File: src/hdl/flt_pkg.sv
// ----------------------------------------------------------------------------
// flt_pkg
// Shared types, codes and helper functions of the flow totalizer.
// ----------------------------------------------------------------------------
package flt_pkg;

    // Width of the window and total accumulators.
    localparam int CountBits = 32;
    localparam int CmpBits   = (CountBits > 32) ? CountBits : 32;

    // Depth of the queue between front and back.
    localparam int QDepth   = 4;
    localparam int QPtrBits = $clog2(QDepth);
    localparam int QCntBits = $clog2(QDepth + 1);

    // Event kinds.
    localparam logic [1:0] EvFlow   = 2'd0;
    localparam logic [1:0] EvThresh = 2'd1;
    localparam logic [1:0] EvPress  = 2'd2;

    // Alarm levels.
    localparam logic [2:0] AlarmNone  = 3'd0;
    localparam logic [2:0] AlarmWarn1 = 3'd1;
    localparam logic [2:0] AlarmWarn2 = 3'd2;
    localparam logic [2:0] AlarmWarn3 = 3'd3;
    localparam logic [2:0] AlarmLimit = 3'd4;

    // Register indexes.
    localparam logic [2:0] RegWindowTicks   = 3'd0;
    localparam logic [2:0] RegDebounceTicks = 3'd1;
    localparam logic [2:0] RegHoldoffTicks  = 3'd2;
    localparam logic [2:0] RegWarn1         = 3'd3;
    localparam logic [2:0] RegWarn2         = 3'd4;
    localparam logic [2:0] RegWarn3         = 3'd5;
    localparam logic [2:0] RegLimit         = 3'd6;

    typedef struct packed {
        logic [15:0] window_ticks;
        logic [15:0] debounce_ticks;
        logic [15:0] holdoff_ticks;
        logic [31:0] warn1;
        logic [31:0] warn2;
        logic [31:0] warn3;
        logic [31:0] limit;
    } t_cfg;

    // One tick's worth of events, handed from front to back.
    typedef struct packed {
        logic                 flow;
        logic                 press;
        logic [CountBits-1:0] wcount;
        logic [16:0]          wlength;
        logic [CountBits-1:0] total;
        logic [2:0]           state;
    } t_rec;

    function automatic logic [15:0] inc16(input logic [15:0] v);
        return (v == 16'hFFFF) ? v : v + 16'd1;
    endfunction

    function automatic logic [CountBits-1:0] sat_cnt(input logic [CountBits+1:0] s);
        if (s > {2'b00, {CountBits{1'b1}}}) begin
            return {CountBits{1'b1}};
        end
        return s[CountBits-1:0];
    endfunction

    function automatic logic [31:0] low32(input logic [CountBits-1:0] v);
        logic [63:0] w;
        w = 64'(v);
        return w[31:0];
    endfunction

    // Four-level ladder, first match wins.
    function automatic logic [2:0] ladder(input logic [CountBits-1:0] total,
                                          input logic [2:0] st, input t_cfg cfg);
        logic [CmpBits-1:0] t, w1, w2, w3, lm;
        t  = CmpBits'(total);
        w1 = CmpBits'(cfg.warn1);
        w2 = CmpBits'(cfg.warn2);
        w3 = CmpBits'(cfg.warn3);
        lm = CmpBits'(cfg.limit);
        if (t >= w1 && t < w2 && st < 3'd1) begin
            return AlarmWarn1;
        end else if (t >= w2 && t < w3 && st < 3'd2) begin
            return AlarmWarn2;
        end else if (t >= w3 && t < lm && st < 3'd3) begin
            return AlarmWarn3;
        end else if (t >= lm && st < 3'd4) begin
            return AlarmLimit;
        end
        return AlarmNone;
    endfunction

endpackage

File: src/hdl/flt_if.sv
// ----------------------------------------------------------------------------
// flt_if
// Valid/ready channels of the flow totalizer: tick input, event output and
// configuration write.
// ----------------------------------------------------------------------------
interface flt_in_if;
    logic       valid;
    logic       ready;
    logic [3:0] pulse_inc;
    logic       button_level;
    logic [2:0] system_state;

    modport source (output valid, output pulse_inc, output button_level,
                    output system_state, input ready);
    modport sink   (input valid, input pulse_inc, input button_level,
                    input system_state, output ready);
endinterface

interface flt_out_if;
    logic        valid;
    logic        ready;
    logic [1:0]  event_kind;
    logic [2:0]  alarm_level;
    logic [31:0] window_count;
    logic [16:0] window_length;
    logic [31:0] total_count;
    logic        last;

    modport source (output valid, output event_kind, output alarm_level,
                    output window_count, output window_length, output total_count,
                    output last, input ready);
    modport sink   (input valid, input event_kind, input alarm_level,
                    input window_count, input window_length, input total_count,
                    input last, output ready);
endinterface

interface flt_cfg_if;
    logic        valid;
    logic        ready;
    logic [2:0]  addr;
    logic [31:0] data;

    modport source (output valid, output addr, output data, input ready);
    modport sink   (input valid, input addr, input data, output ready);
endinterface

File: src/hdl/flt_front.sv
// ----------------------------------------------------------------------------
// flt_front
// Tick front end: advance timers, accumulate pulses, debounce the button
// and push a record for every tick that raises at least one event.
// ----------------------------------------------------------------------------
module flt_front (
    input  logic              i_clk,
    input  logic              i_rst_n,
    flt_in_if.sink            i_tick,
    input  flt_pkg::t_cfg     i_cfg,
    input  logic              i_q_full,
    output logic              o_push,
    output flt_pkg::t_rec     o_rec
);

    logic [flt_pkg::CountBits-1:0] r_win, n_win;
    logic [flt_pkg::CountBits-1:0] r_tot, n_tot;
    logic [16:0]                   r_elapsed, n_elapsed;
    logic [15:0]                   r_stable, n_stable;
    logic [15:0]                   r_since, n_since;
    logic                          r_prev, r_deb, n_deb;

    logic                          accept;
    logic [16:0]                   elapsed_inc;
    logic [15:0]                   since_inc;
    logic [flt_pkg::CountBits-1:0] win_inc, tot_flow;
    logic                          flow, deb_chg, press;

    assign i_tick.ready = !i_q_full;
    assign accept       = i_tick.valid && !i_q_full;

    always_comb begin
        since_inc   = flt_pkg::inc16(r_since);
        elapsed_inc = (r_elapsed < 17'h10000) ? r_elapsed + 17'd1 : r_elapsed;
        win_inc     = flt_pkg::sat_cnt({2'b00, r_win}
                                       + (flt_pkg::CountBits + 2)'(i_tick.pulse_inc));
        // Total plus window plus this tick, saturated once: same as two
        // saturating adds since every term is non-negative.
        tot_flow    = flt_pkg::sat_cnt({2'b00, r_tot} + {2'b00, r_win}
                                       + (flt_pkg::CountBits + 2)'(i_tick.pulse_inc));
        flow        = elapsed_inc > {1'b0, i_cfg.window_ticks};

        n_stable    = (i_tick.button_level != r_prev) ? 16'd0 : flt_pkg::inc16(r_stable);
        deb_chg     = (n_stable > i_cfg.debounce_ticks) && (i_tick.button_level != r_deb);
        press       = deb_chg && !i_tick.button_level && (since_inc > i_cfg.holdoff_ticks);

        n_since     = press ? 16'd0 : since_inc;
        n_elapsed   = flow ? 17'd0 : elapsed_inc;
        n_win       = (flow || press) ? '0 : win_inc;
        n_tot       = press ? '0 : (flow ? tot_flow : r_tot);
        n_deb       = deb_chg ? i_tick.button_level : r_deb;
    end

    always_ff @(posedge i_clk) begin
        if (!i_rst_n) begin
            r_win     <= '0;
            r_tot     <= '0;
            r_elapsed <= '0;
            r_stable  <= '0;
            r_since   <= '0;
            r_prev    <= 1'b1;
            r_deb     <= 1'b1;
        end else if (accept) begin
            r_win     <= n_win;
            r_tot     <= n_tot;
            r_elapsed <= n_elapsed;
            r_stable  <= n_stable;
            r_since   <= n_since;
            r_prev    <= i_tick.button_level;
            r_deb     <= n_deb;
        end
    end

    // Drop quiet ticks; queue the rest.
    assign o_push        = accept && (flow || press);
    assign o_rec.flow    = flow;
    assign o_rec.press   = press;
    assign o_rec.wcount  = win_inc;
    assign o_rec.wlength = elapsed_inc;
    assign o_rec.total   = tot_flow;
    assign o_rec.state   = i_tick.system_state;

endmodule

File: src/hdl/flt_queue.sv
// ----------------------------------------------------------------------------
// flt_queue
// Short register queue of tick records between front and back.
// ----------------------------------------------------------------------------
module flt_queue (
    input  logic          i_clk,
    input  logic          i_rst_n,
    input  logic          i_push,
    input  flt_pkg::t_rec i_data,
    output logic          o_full,
    input  logic          i_pop,
    output flt_pkg::t_rec o_data,
    output logic          o_empty
);

    flt_pkg::t_rec                  r_mem [flt_pkg::QDepth];
    logic [flt_pkg::QPtrBits-1:0]   r_wr, r_rd;
    logic [flt_pkg::QCntBits-1:0]   r_cnt;
    logic                           do_push, do_pop;

    assign o_full  = (r_cnt == flt_pkg::QCntBits'(flt_pkg::QDepth));
    assign o_empty = (r_cnt == '0);
    assign do_push = i_push && !o_full;
    assign do_pop  = i_pop && !o_empty;
    assign o_data  = r_mem[r_rd];

    function automatic logic [flt_pkg::QPtrBits-1:0] bump(
            input logic [flt_pkg::QPtrBits-1:0] p);
        return (p == flt_pkg::QPtrBits'(flt_pkg::QDepth - 1)) ? '0 : p + 1'b1;
    endfunction

    always_ff @(posedge i_clk) begin
        if (!i_rst_n) begin
            r_wr  <= '0;
            r_rd  <= '0;
            r_cnt <= '0;
        end else begin
            if (do_push) begin
                r_wr <= bump(r_wr);
            end
            if (do_pop) begin
                r_rd <= bump(r_rd);
            end
            if (do_push && !do_pop) begin
                r_cnt <= r_cnt + 1'b1;
            end else if (do_pop && !do_push) begin
                r_cnt <= r_cnt - 1'b1;
            end
        end
    end

    always_ff @(posedge i_clk) begin
        if (do_push) begin
            r_mem[r_wr] <= i_data;
        end
    end

endmodule

File: src/hdl/flt_back.sv
// ----------------------------------------------------------------------------
// flt_back
// Event back end: expand each tick record into its flow, threshold and
// press words and send them out one per cycle while the output is ready.
// ----------------------------------------------------------------------------
module flt_back (
    input  logic          i_clk,
    input  logic          i_rst_n,
    input  flt_pkg::t_cfg i_cfg,
    input  logic          i_q_empty,
    input  flt_pkg::t_rec i_q_data,
    output logic          o_pop,
    flt_out_if.source     o_event
);

    flt_pkg::t_rec r_rec;
    logic [2:0]    r_lvl, head_lvl;
    // Pending words: bit 0 flow, bit 1 threshold, bit 2 press.
    logic [2:0]    r_pend, n_pend, sel, pend_after;
    logic          emit, load;

    logic          r_ov;
    logic [1:0]    r_kind;
    logic [2:0]    r_level;
    logic [31:0]   r_wc, r_total;
    logic [16:0]   r_wl;
    logic          r_last;

    always_comb begin
        if (r_pend[0]) begin
            sel = 3'b001;
        end else if (r_pend[1]) begin
            sel = 3'b010;
        end else begin
            sel = 3'b100;
        end
        pend_after = r_pend & ~sel;
        emit       = (r_pend != 3'b000) && (!r_ov || o_event.ready);
        load       = !i_q_empty && ((r_pend == 3'b000) || (emit && pend_after == 3'b000));
        head_lvl   = flt_pkg::ladder(i_q_data.total, i_q_data.state, i_cfg);
        if (load) begin
            n_pend = {i_q_data.press, i_q_data.flow && (head_lvl != flt_pkg::AlarmNone),
                      i_q_data.flow};
        end else if (emit) begin
            n_pend = pend_after;
        end else begin
            n_pend = r_pend;
        end
    end

    assign o_pop = load;

    always_ff @(posedge i_clk) begin
        if (!i_rst_n) begin
            r_pend <= 3'b000;
            r_ov   <= 1'b0;
        end else begin
            r_pend <= n_pend;
            if (emit) begin
                r_ov <= 1'b1;
            end else if (o_event.ready) begin
                r_ov <= 1'b0;
            end
        end
    end

    always_ff @(posedge i_clk) begin
        if (load) begin
            r_rec <= i_q_data;
            r_lvl <= head_lvl;
        end
        if (emit) begin
            r_last <= (pend_after == 3'b000);
            case (sel)
                3'b001: begin
                    r_kind  <= flt_pkg::EvFlow;
                    r_level <= flt_pkg::AlarmNone;
                    r_wc    <= flt_pkg::low32(r_rec.wcount);
                    r_wl    <= r_rec.wlength;
                    r_total <= flt_pkg::low32(r_rec.total);
                end
                3'b010: begin
                    r_kind  <= flt_pkg::EvThresh;
                    r_level <= r_lvl;
                    r_wc    <= '0;
                    r_wl    <= '0;
                    r_total <= flt_pkg::low32(r_rec.total);
                end
                default: begin
                    r_kind  <= flt_pkg::EvPress;
                    r_level <= flt_pkg::AlarmNone;
                    r_wc    <= '0;
                    r_wl    <= '0;
                    r_total <= '0;
                end
            endcase
        end
    end

    assign o_event.valid         = r_ov;
    assign o_event.event_kind    = r_kind;
    assign o_event.alarm_level   = r_level;
    assign o_event.window_count  = r_wc;
    assign o_event.window_length = r_wl;
    assign o_event.total_count   = r_total;
    assign o_event.last          = r_last;

endmodule

File: src/hdl/flow_totalizer_with_alarms.sv
// ----------------------------------------------------------------------------
// flow_totalizer_with_alarms
// Pulse flow totalizer with a windowed count, a four-level threshold ladder
// and a debounced reset button.
// ----------------------------------------------------------------------------
// One tick word on i_tick carries the sensor pulses of one millisecond, the
// raw button level and the system alarm state. The front end takes a tick
// every cycle while its four-entry record queue has room, and answers it with
// zero to three event words on o_event, in the order flow, threshold, press,
// with last set on the final word of the tick. The single output port sends
// one event word per cycle while o_event.ready is high. A quiet tick is dropped
// before the queue and sends no word. A waiting output word does not stop the
// front end; only a full queue does.
// Configuration writes on i_cfg are taken every cycle and must be made while
// no tick is in flight. There is no clearing pass after reset.
// ----------------------------------------------------------------------------
module flow_totalizer_with_alarms (
    input  logic      i_clk,
    input  logic      i_rst_n,
    flt_in_if.sink    i_tick,
    flt_out_if.source o_event,
    flt_cfg_if.sink   i_cfg
);

    flt_pkg::t_cfg r_cfg;
    flt_pkg::t_rec push_rec, head_rec;
    logic          q_push, q_full, q_pop, q_empty;

    // Register file: accept every write word, ignore unknown indexes.
    assign i_cfg.ready = 1'b1;

    always_ff @(posedge i_clk) begin
        if (!i_rst_n) begin
            r_cfg.window_ticks   <= 16'd1000;
            r_cfg.debounce_ticks <= 16'd50;
            r_cfg.holdoff_ticks  <= 16'd500;
            r_cfg.warn1          <= 32'hFFFF_FFFF;
            r_cfg.warn2          <= 32'hFFFF_FFFF;
            r_cfg.warn3          <= 32'hFFFF_FFFF;
            r_cfg.limit          <= 32'hFFFF_FFFF;
        end else if (i_cfg.valid) begin
            case (i_cfg.addr)
                flt_pkg::RegWindowTicks:   r_cfg.window_ticks   <= i_cfg.data[15:0];
                flt_pkg::RegDebounceTicks: r_cfg.debounce_ticks <= i_cfg.data[15:0];
                flt_pkg::RegHoldoffTicks:  r_cfg.holdoff_ticks  <= i_cfg.data[15:0];
                flt_pkg::RegWarn1:         r_cfg.warn1          <= i_cfg.data;
                flt_pkg::RegWarn2:         r_cfg.warn2          <= i_cfg.data;
                flt_pkg::RegWarn3:         r_cfg.warn3          <= i_cfg.data;
                flt_pkg::RegLimit:         r_cfg.limit          <= i_cfg.data;
                default: begin
                end
            endcase
        end
    end

    // Front: timers, accumulators and debounce; one tick per cycle while the queue has room.
    flt_front u_front (
        .i_clk    (i_clk),
        .i_rst_n  (i_rst_n),
        .i_tick   (i_tick),
        .i_cfg    (r_cfg),
        .i_q_full (q_full),
        .o_push   (q_push),
        .o_rec    (push_rec)
    );

    // Queue: decouple tick acceptance from event output.
    flt_queue u_queue (
        .i_clk   (i_clk),
        .i_rst_n (i_rst_n),
        .i_push  (q_push),
        .i_data  (push_rec),
        .o_full  (q_full),
        .i_pop   (q_pop),
        .o_data  (head_rec),
        .o_empty (q_empty)
    );

    // Back: threshold ladder and serial event output.
    flt_back u_back (
        .i_clk     (i_clk),
        .i_rst_n   (i_rst_n),
        .i_cfg     (r_cfg),
        .i_q_empty (q_empty),
        .i_q_data  (head_rec),
        .o_pop     (q_pop),
        .o_event   (o_event)
    );

endmodule

File: src/flat_wrapper.sv
// flat-port wrapper written by rule: the top's interface ports become plain ports
module flow_totalizer_with_alarms_flat 
  (i_clk, i_rst_n, i_tick_valid, i_tick_pulse_inc, i_tick_button_level, i_tick_system_state, i_tick_ready, o_event_valid, o_event_event_kind, o_event_alarm_level, o_event_window_count, o_event_window_length, o_event_total_count, o_event_last, o_event_ready, i_cfg_valid, i_cfg_addr, i_cfg_data, i_cfg_ready);
  flt_in_if i_tick_i ();
  flt_out_if o_event_i ();
  flt_cfg_if i_cfg_i ();
  input  logic i_clk;
  input  logic i_rst_n;
  input wire logic [$bits(i_tick_i.valid)-1:0] i_tick_valid;
  input wire logic [$bits(i_tick_i.pulse_inc)-1:0] i_tick_pulse_inc;
  input wire logic [$bits(i_tick_i.button_level)-1:0] i_tick_button_level;
  input wire logic [$bits(i_tick_i.system_state)-1:0] i_tick_system_state;
  output wire logic [$bits(i_tick_i.ready)-1:0] i_tick_ready;
  output wire logic [$bits(o_event_i.valid)-1:0] o_event_valid;
  output wire logic [$bits(o_event_i.event_kind)-1:0] o_event_event_kind;
  output wire logic [$bits(o_event_i.alarm_level)-1:0] o_event_alarm_level;
  output wire logic [$bits(o_event_i.window_count)-1:0] o_event_window_count;
  output wire logic [$bits(o_event_i.window_length)-1:0] o_event_window_length;
  output wire logic [$bits(o_event_i.total_count)-1:0] o_event_total_count;
  output wire logic [$bits(o_event_i.last)-1:0] o_event_last;
  input wire logic [$bits(o_event_i.ready)-1:0] o_event_ready;
  input wire logic [$bits(i_cfg_i.valid)-1:0] i_cfg_valid;
  input wire logic [$bits(i_cfg_i.addr)-1:0] i_cfg_addr;
  input wire logic [$bits(i_cfg_i.data)-1:0] i_cfg_data;
  output wire logic [$bits(i_cfg_i.ready)-1:0] i_cfg_ready;
  assign i_tick_i.valid = i_tick_valid;
  assign i_tick_i.pulse_inc = i_tick_pulse_inc;
  assign i_tick_i.button_level = i_tick_button_level;
  assign i_tick_i.system_state = i_tick_system_state;
  assign i_tick_ready = i_tick_i.ready;
  assign o_event_valid = o_event_i.valid;
  assign o_event_event_kind = o_event_i.event_kind;
  assign o_event_alarm_level = o_event_i.alarm_level;
  assign o_event_window_count = o_event_i.window_count;
  assign o_event_window_length = o_event_i.window_length;
  assign o_event_total_count = o_event_i.total_count;
  assign o_event_last = o_event_i.last;
  assign o_event_i.ready = o_event_ready;
  assign i_cfg_i.valid = i_cfg_valid;
  assign i_cfg_i.addr = i_cfg_addr;
  assign i_cfg_i.data = i_cfg_data;
  assign i_cfg_ready = i_cfg_i.ready;
  flow_totalizer_with_alarms u_core (.i_clk(i_clk), .i_rst_n(i_rst_n), .i_tick(i_tick_i), .o_event(o_event_i), .i_cfg(i_cfg_i));
endmodule
File: config.mk
export PLATFORM = sky130hd
export DESIGN_NAME = flow_totalizer_with_alarms_flat
export DESIGN_NICKNAME = d
export VERILOG_FILES = /design/src/hdl/flt_pkg.sv /design/src/hdl/flt_if.sv /design/src/hdl/flt_front.sv /design/src/hdl/flt_queue.sv /design/src/hdl/flt_back.sv /design/src/hdl/flow_totalizer_with_alarms.sv /design/src/flat_wrapper.sv
export SDC_FILE = /design/constraint.sdc
export NUM_CORES = 1
export LEC_CHECK = 0
export BUFFER_PORTS_ARGS = -buffer_cell sky130_fd_sc_hd__buf_4
export CAP_MARGIN = 20
export CORE_MARGIN = 5
export CORE_UTILIZATION = 65
export CTS_CLUSTER_SIZE = 30
export DETAILED_ROUTE_END_ITERATION = 12
export PLACE_DENSITY = 0.83
export SLEW_MARGIN = 0
export SYNTH_ARGS = -nofsm -noshare
export SYNTH_HDL_FRONTEND = slang
export SYNTH_HIERARCHICAL = 1
export SYNTH_SLANG_ARGS = --single-unit
File: constraint.sdc
create_clock -name i_clk -period 20 [get_ports i_clk]
set_clock_uncertainty 0.2 [all_clocks]
set_input_delay 2 -clock i_clk [delete_from_list [all_inputs] [get_ports i_clk]]
set_output_delay 2 -clock i_clk [all_outputs]
set_load 0.05 [all_outputs]
==> results.txt <==
----------------------------------------------------
[Yosys]
  Yosys Warn Count ... 6
  Dominant cell type by area after synthesis ... edfxtp_1
  Seq cells post-synth ... 819
  Cell types with the largest area share after synthesis ... edfxtp_1 40%, dfxtp_1 16%, ha_1 8.0%
  Sequential element share of the synthesized area ... 0.5546
  Area share of the leading cell type in the synthesized netlist ... 0.3980
  Count of flip-flops with a built-in enable after synthesis ... 515
  Mapped Avg Cell Area ... 12.19 µm²
  Cells after Synth ... 3189
  Netlist cell types ... 85
  Synthesized Nets ... 3492
  Most used DFF post-synth ... edfxtp_1
  Share of flip-flops with an asynchronous set or reset after synthesis ... 0
  Post-Synthesis Cell Area ... 38860 µm²

[Min path]
  Launch instance of the worst min-delay path ... u_core/r_cfg[154]
  Kind of path behind the tightest hold check ... register to register

[Timing]
  Max-slew violation count ... 0
  Hold Violations, Final ... 0
  Total Negative Setup Slacks ... 0 ns
  Worst Max-Slew Pin Slew ... 1.035 ns
  Final setup violation count ... 0
  Worst slew margin relative to its limit ... 0.3066
  Minimum clock period after layout ... 6.696 ns
  Portion of the clock cycle consumed by the worst path in the final layout ... 0.3348
  Setup repair after global routing missed its margin ... false
  F_max ... 149.3 MHz

[Layout]
  Inserted Diodes ... 0
  Number of fill cells ... 3806
  Layout net count ... 3594
  Area overhead of the layout relative to synthesis ... 11.42%
  Final Core Density ... 0.7322
  Area used by multi-input combinational logic ... 15910 µm²
  Storage element area ... 21560 µm²
  Layout cell share with drive strength beyond 1 ... 0.1297

[Route]
  Drt first pass iters ... 5
  Vias ... 25.46k
  Antenna Violating Nets Remaining ... 0
  Final wirelength ... 91820 µm
  DRC viols ... 0
  WL per Instance ... 22.21 µm
  Via count normalized by instance count ... 6.158
  Starting DRT DRC Count ... 2119

[Setup path]
  Startpoint of the most critical register-to-register path ... u_core/u_front/r_stable[0]
  Endpoint of the worst setup timing path ... u_core/u_queue/r_mem[1][44]
  Buffer and inverter count on the worst path ... 3
  Endpoint class of the critical path ... register
  Path type of the worst setup path ... primary input to register
  Slowest cell on crit path ... and2_4
  Cell depth of the worst setup path ... 16
  Chain of cells forming the critical path ... buf_4, xnor2_1, o31ai_1, a21oi_1, ha_1, nand4_1, nor2_1, and3_1, or4b_1, a211oi_4, buf_4, nor2_1, nor2_1, nor2b_1, and2_4, buf_4
  Data required time of the worst path ... 20.05 ns
  Flop-to-flop setup slack ... 13.42 ns
  Data arrival, critical path ... 6.75 ns
  Reg2reg end ... u_core/u_queue/r_mem[1][44]
  Depth of the most critical reg-to-reg path ... 19
  Largest stage delay on the critical path ... 0.69 ns
  Type of origin of the critical path ... primary input
  Family with the most delay on the worst path ... simple AND/OR/NAND/NOR gates
  Maximum fanout along the worst path ... 44
  Source of the critical timing path ... i_tick_button_level

[Floorplanning]
  DIE HEIGHT ... 254.5 µm
  Initial cell density of the core ... 0.6572
  Die boundary width ... 254.5 µm
  Die footprint ... 64770 µm²
  Core outline area ... 59130 µm²
  Top-Level Pins ... 138
  Row Count ... 89

[Clock tree]
  CTS tree ... yes
  Number of hold buffers added after CTS ... 0
  Number of H-tree levels ... 3
  Post-cts gate resize count ... 0
  Post-CTS Repair Setup Buffers ... 0
  Clock buffers created by TritonCTS ... 84
  Clk slew on worst S/H paths ... 0.06 ns
  Count of clock tree sinks ... 819
  Clock root buffer master ... clkbuf_16
  Clock latency on the worst-skew pair ... 0.63 ns
  Clk buf depth ... 3

[GRT]
  GRT overflow ... 0
  Tot GR Track Use ... 0.2806
  Initial antenna violation count ... 1
  Via count of the first global-routing pass ... 25.68k
  Global-route wire length before repair ... 142700 µm
  Maximum number of pins on one net before global-route repair ... 160

[Power]
  Switching power ... 0.0007903 W
  Part of the power in combinational logic ... 0.050
  Sequential group share of total power ... 0.504
  Max rail drop VDD ... 0.07589 mV
  Leakage ... 18.52 nW
  Pint ... 0.002803 W
  Ratio of total power to cell area ... 82.99 nW/µm²
  Clock Power Share ... 0.445
  Net switching fraction of the power ... 0.2199

[Placement]
  Final weighted congestion in routability-driven placement ... 0.9399
  PortBufs ... 136
  HPWL after detailed placement ... 61230 µm

[Job]
  Number of maximum-capacitance constraint violations ... 0

[Status]
  Status ... completed

----------------------------------------------------
logic make-up after synthesis:
kind of cell / after synthesis / share of synthesized area
compound gates: 453 / 0.07628
xor+xnor: 78 / 0.01758
fa+ha+maj: 256 / 0.08372
buf+inv: 353 / 0.03870
flops: 819 / 0.5546
mux: 278 / 0.09966
other cells: 1 / 0.00009650
simple gates: 951 / 0.1294
synthesized netlist by cell type (7+ instances only):
library cell	count
a211oi_1	8
a21o_1	23
a21oi_1	152
a22o_1	27
a22oi_1	25
a2bb2oi_1	8
a31oi_1	16
and2_1	102
and3_1	30
and4_1	14
buf_2	36
buf_4	8
clkbuf_1	96
dfxtp_1	304
edfxtp_1	515
fa_1	7
ha_1	248
inv_1	205
mux2_2	11
mux2i_1	181
mux4_2	86
nand2_1	254
nand2b_1	21
nand3_1	62
nand3b_1	7
nand4_1	51
nor2_1	130
nor2b_1	199
nor3_1	26
nor4_1	7
o211ai_1	17
o21a_1	29
o21ai_0	72
o31ai_1	11
or3_1	17
xnor2_1	41
xor2_1	37
power groups by stage:
stage	clock, W	combinational [W]	sequential (W)
after floorplan	0	0.0000958	0.00187
after global placement	0	0.000171	0.00185
after detailed placement	0	0.000177	0.00185
after CTS	0.00163	0.000179	0.00181
after global routing	0.00171	0.000193	0.00181
final	0.00160	0.000180	0.00181
state kept, by name, indices dropped and copies added (netlist names), 3 cells and up, named ones only:
name	cells
u_core/u_front/r_win	32
u_core/u_back/o_event.alarm_level	3
u_core/u_queue/r_mem	344
u_core/u_back/o_event.total_count	32
u_core/u_back/r_pend	3
u_core/u_front/r_stable	16
u_core/u_back/r_lvl	3
u_core/u_front/r_since	16
u_core/u_front/r_tot	32
u_core/r_cfg	176
u_core/u_queue/r_cnt	3
u_core/u_back/r_rec	81
u_core/u_back/o_event.window_count	32
u_core/u_front/r_elapsed	17
u_core/u_back/o_event.window_length	17
cell usage in the layout (no fill, tap or decap), types with 14 or more instances in the layout:
master     instances
xnor2_1           41
a22oi_1           25
o211ai_1          17
dfxtp_1          302
and2_1            98
a21o_1            23
nand2b_1          21
nor2_1           129
a22o_1            27
nor2b_1          199
nand4_1           51
o21ai_0           72
a31oi_1           16
ha_1             248
edfxtp_1         515
and3_1            30
clkbuf_1          19
a21oi_1          152
inv_1            204
clkinv_2          14
xor2_1            37
nor3_1            25
mux4_2            86
buf_4            162
and4_1            14
nand2_1          253
clkbuf_16         87
o21a_1            28
nand3_1           62
or3_1             17
mux2i_1          181
per-layer routing:
layer  GRT usage  share of wire  vias up
met5           0        0.00014        -
met3     0.03692          0.067      147
met2      0.4906           0.51     1002
met4     0.08177          0.024        2
met1      0.3721           0.40    12520
li1            -              -    11790
how the worst min path moves through the flow:
stage               slack, ns                       end  cells after the start
finish                   0.26         u_core/r_cfg[154]                      2
global route             0.28         u_core/r_cfg[152]                      2
CTS                      0.26         u_core/r_cfg[154]                      2
detailed placement       0.25         u_core/r_cfg[152]                      2
global placement         0.25         u_core/r_cfg[154]                      2
floorplan                0.23  u_core/u_front/r_tot[26]                      2
through the flow:
stage / hold WS [ns] / power, W / worst slack [ns] / area, µm² / cells
after detailed placement: 0.2517 / 0.002025 / 12.73 / 40450 / 3978
after floorplan: 0.2291 / 0.001966 / 11.62 / 38860 / 3189
final: 0.2585 / 0.003593 / 13.30 / 43300 / 4135
after global routing: 0.2793 / 0.003714 / 13.04 / 43300 / 4135
after global placement: 0.2459 / 0.002018 / 12.91 / 40450 / 3978
after CTS: 0.2630 / 0.003617 / 13.40 / 43300 / 4135
worst reg2reg max path: cells and delay by family, from the launching register on:
family / cells / cell delay [ns]
simple gates: 13 / 3.71
buf+inv: 2 / 1.05
fa+ha+maj: 2 / 0.52
flops: 1 / 0.37
compound gates: 1 / 0.17
xor+xnor: 1 / 0.14
cell type report:
class | count | share of cell area
clock buffers | 114 | 0.05447
clock inverters | 43 | 0.01127
inverters | 205 | 0.01777
multi-input cells | 2017 | 0.3674
flip-flops and latches | 819 | 0.4979
well taps | 773 | 0.02234
repair buffers | 164 | 0.02881
Note: power is estimated with default switching activity, not from simulation.
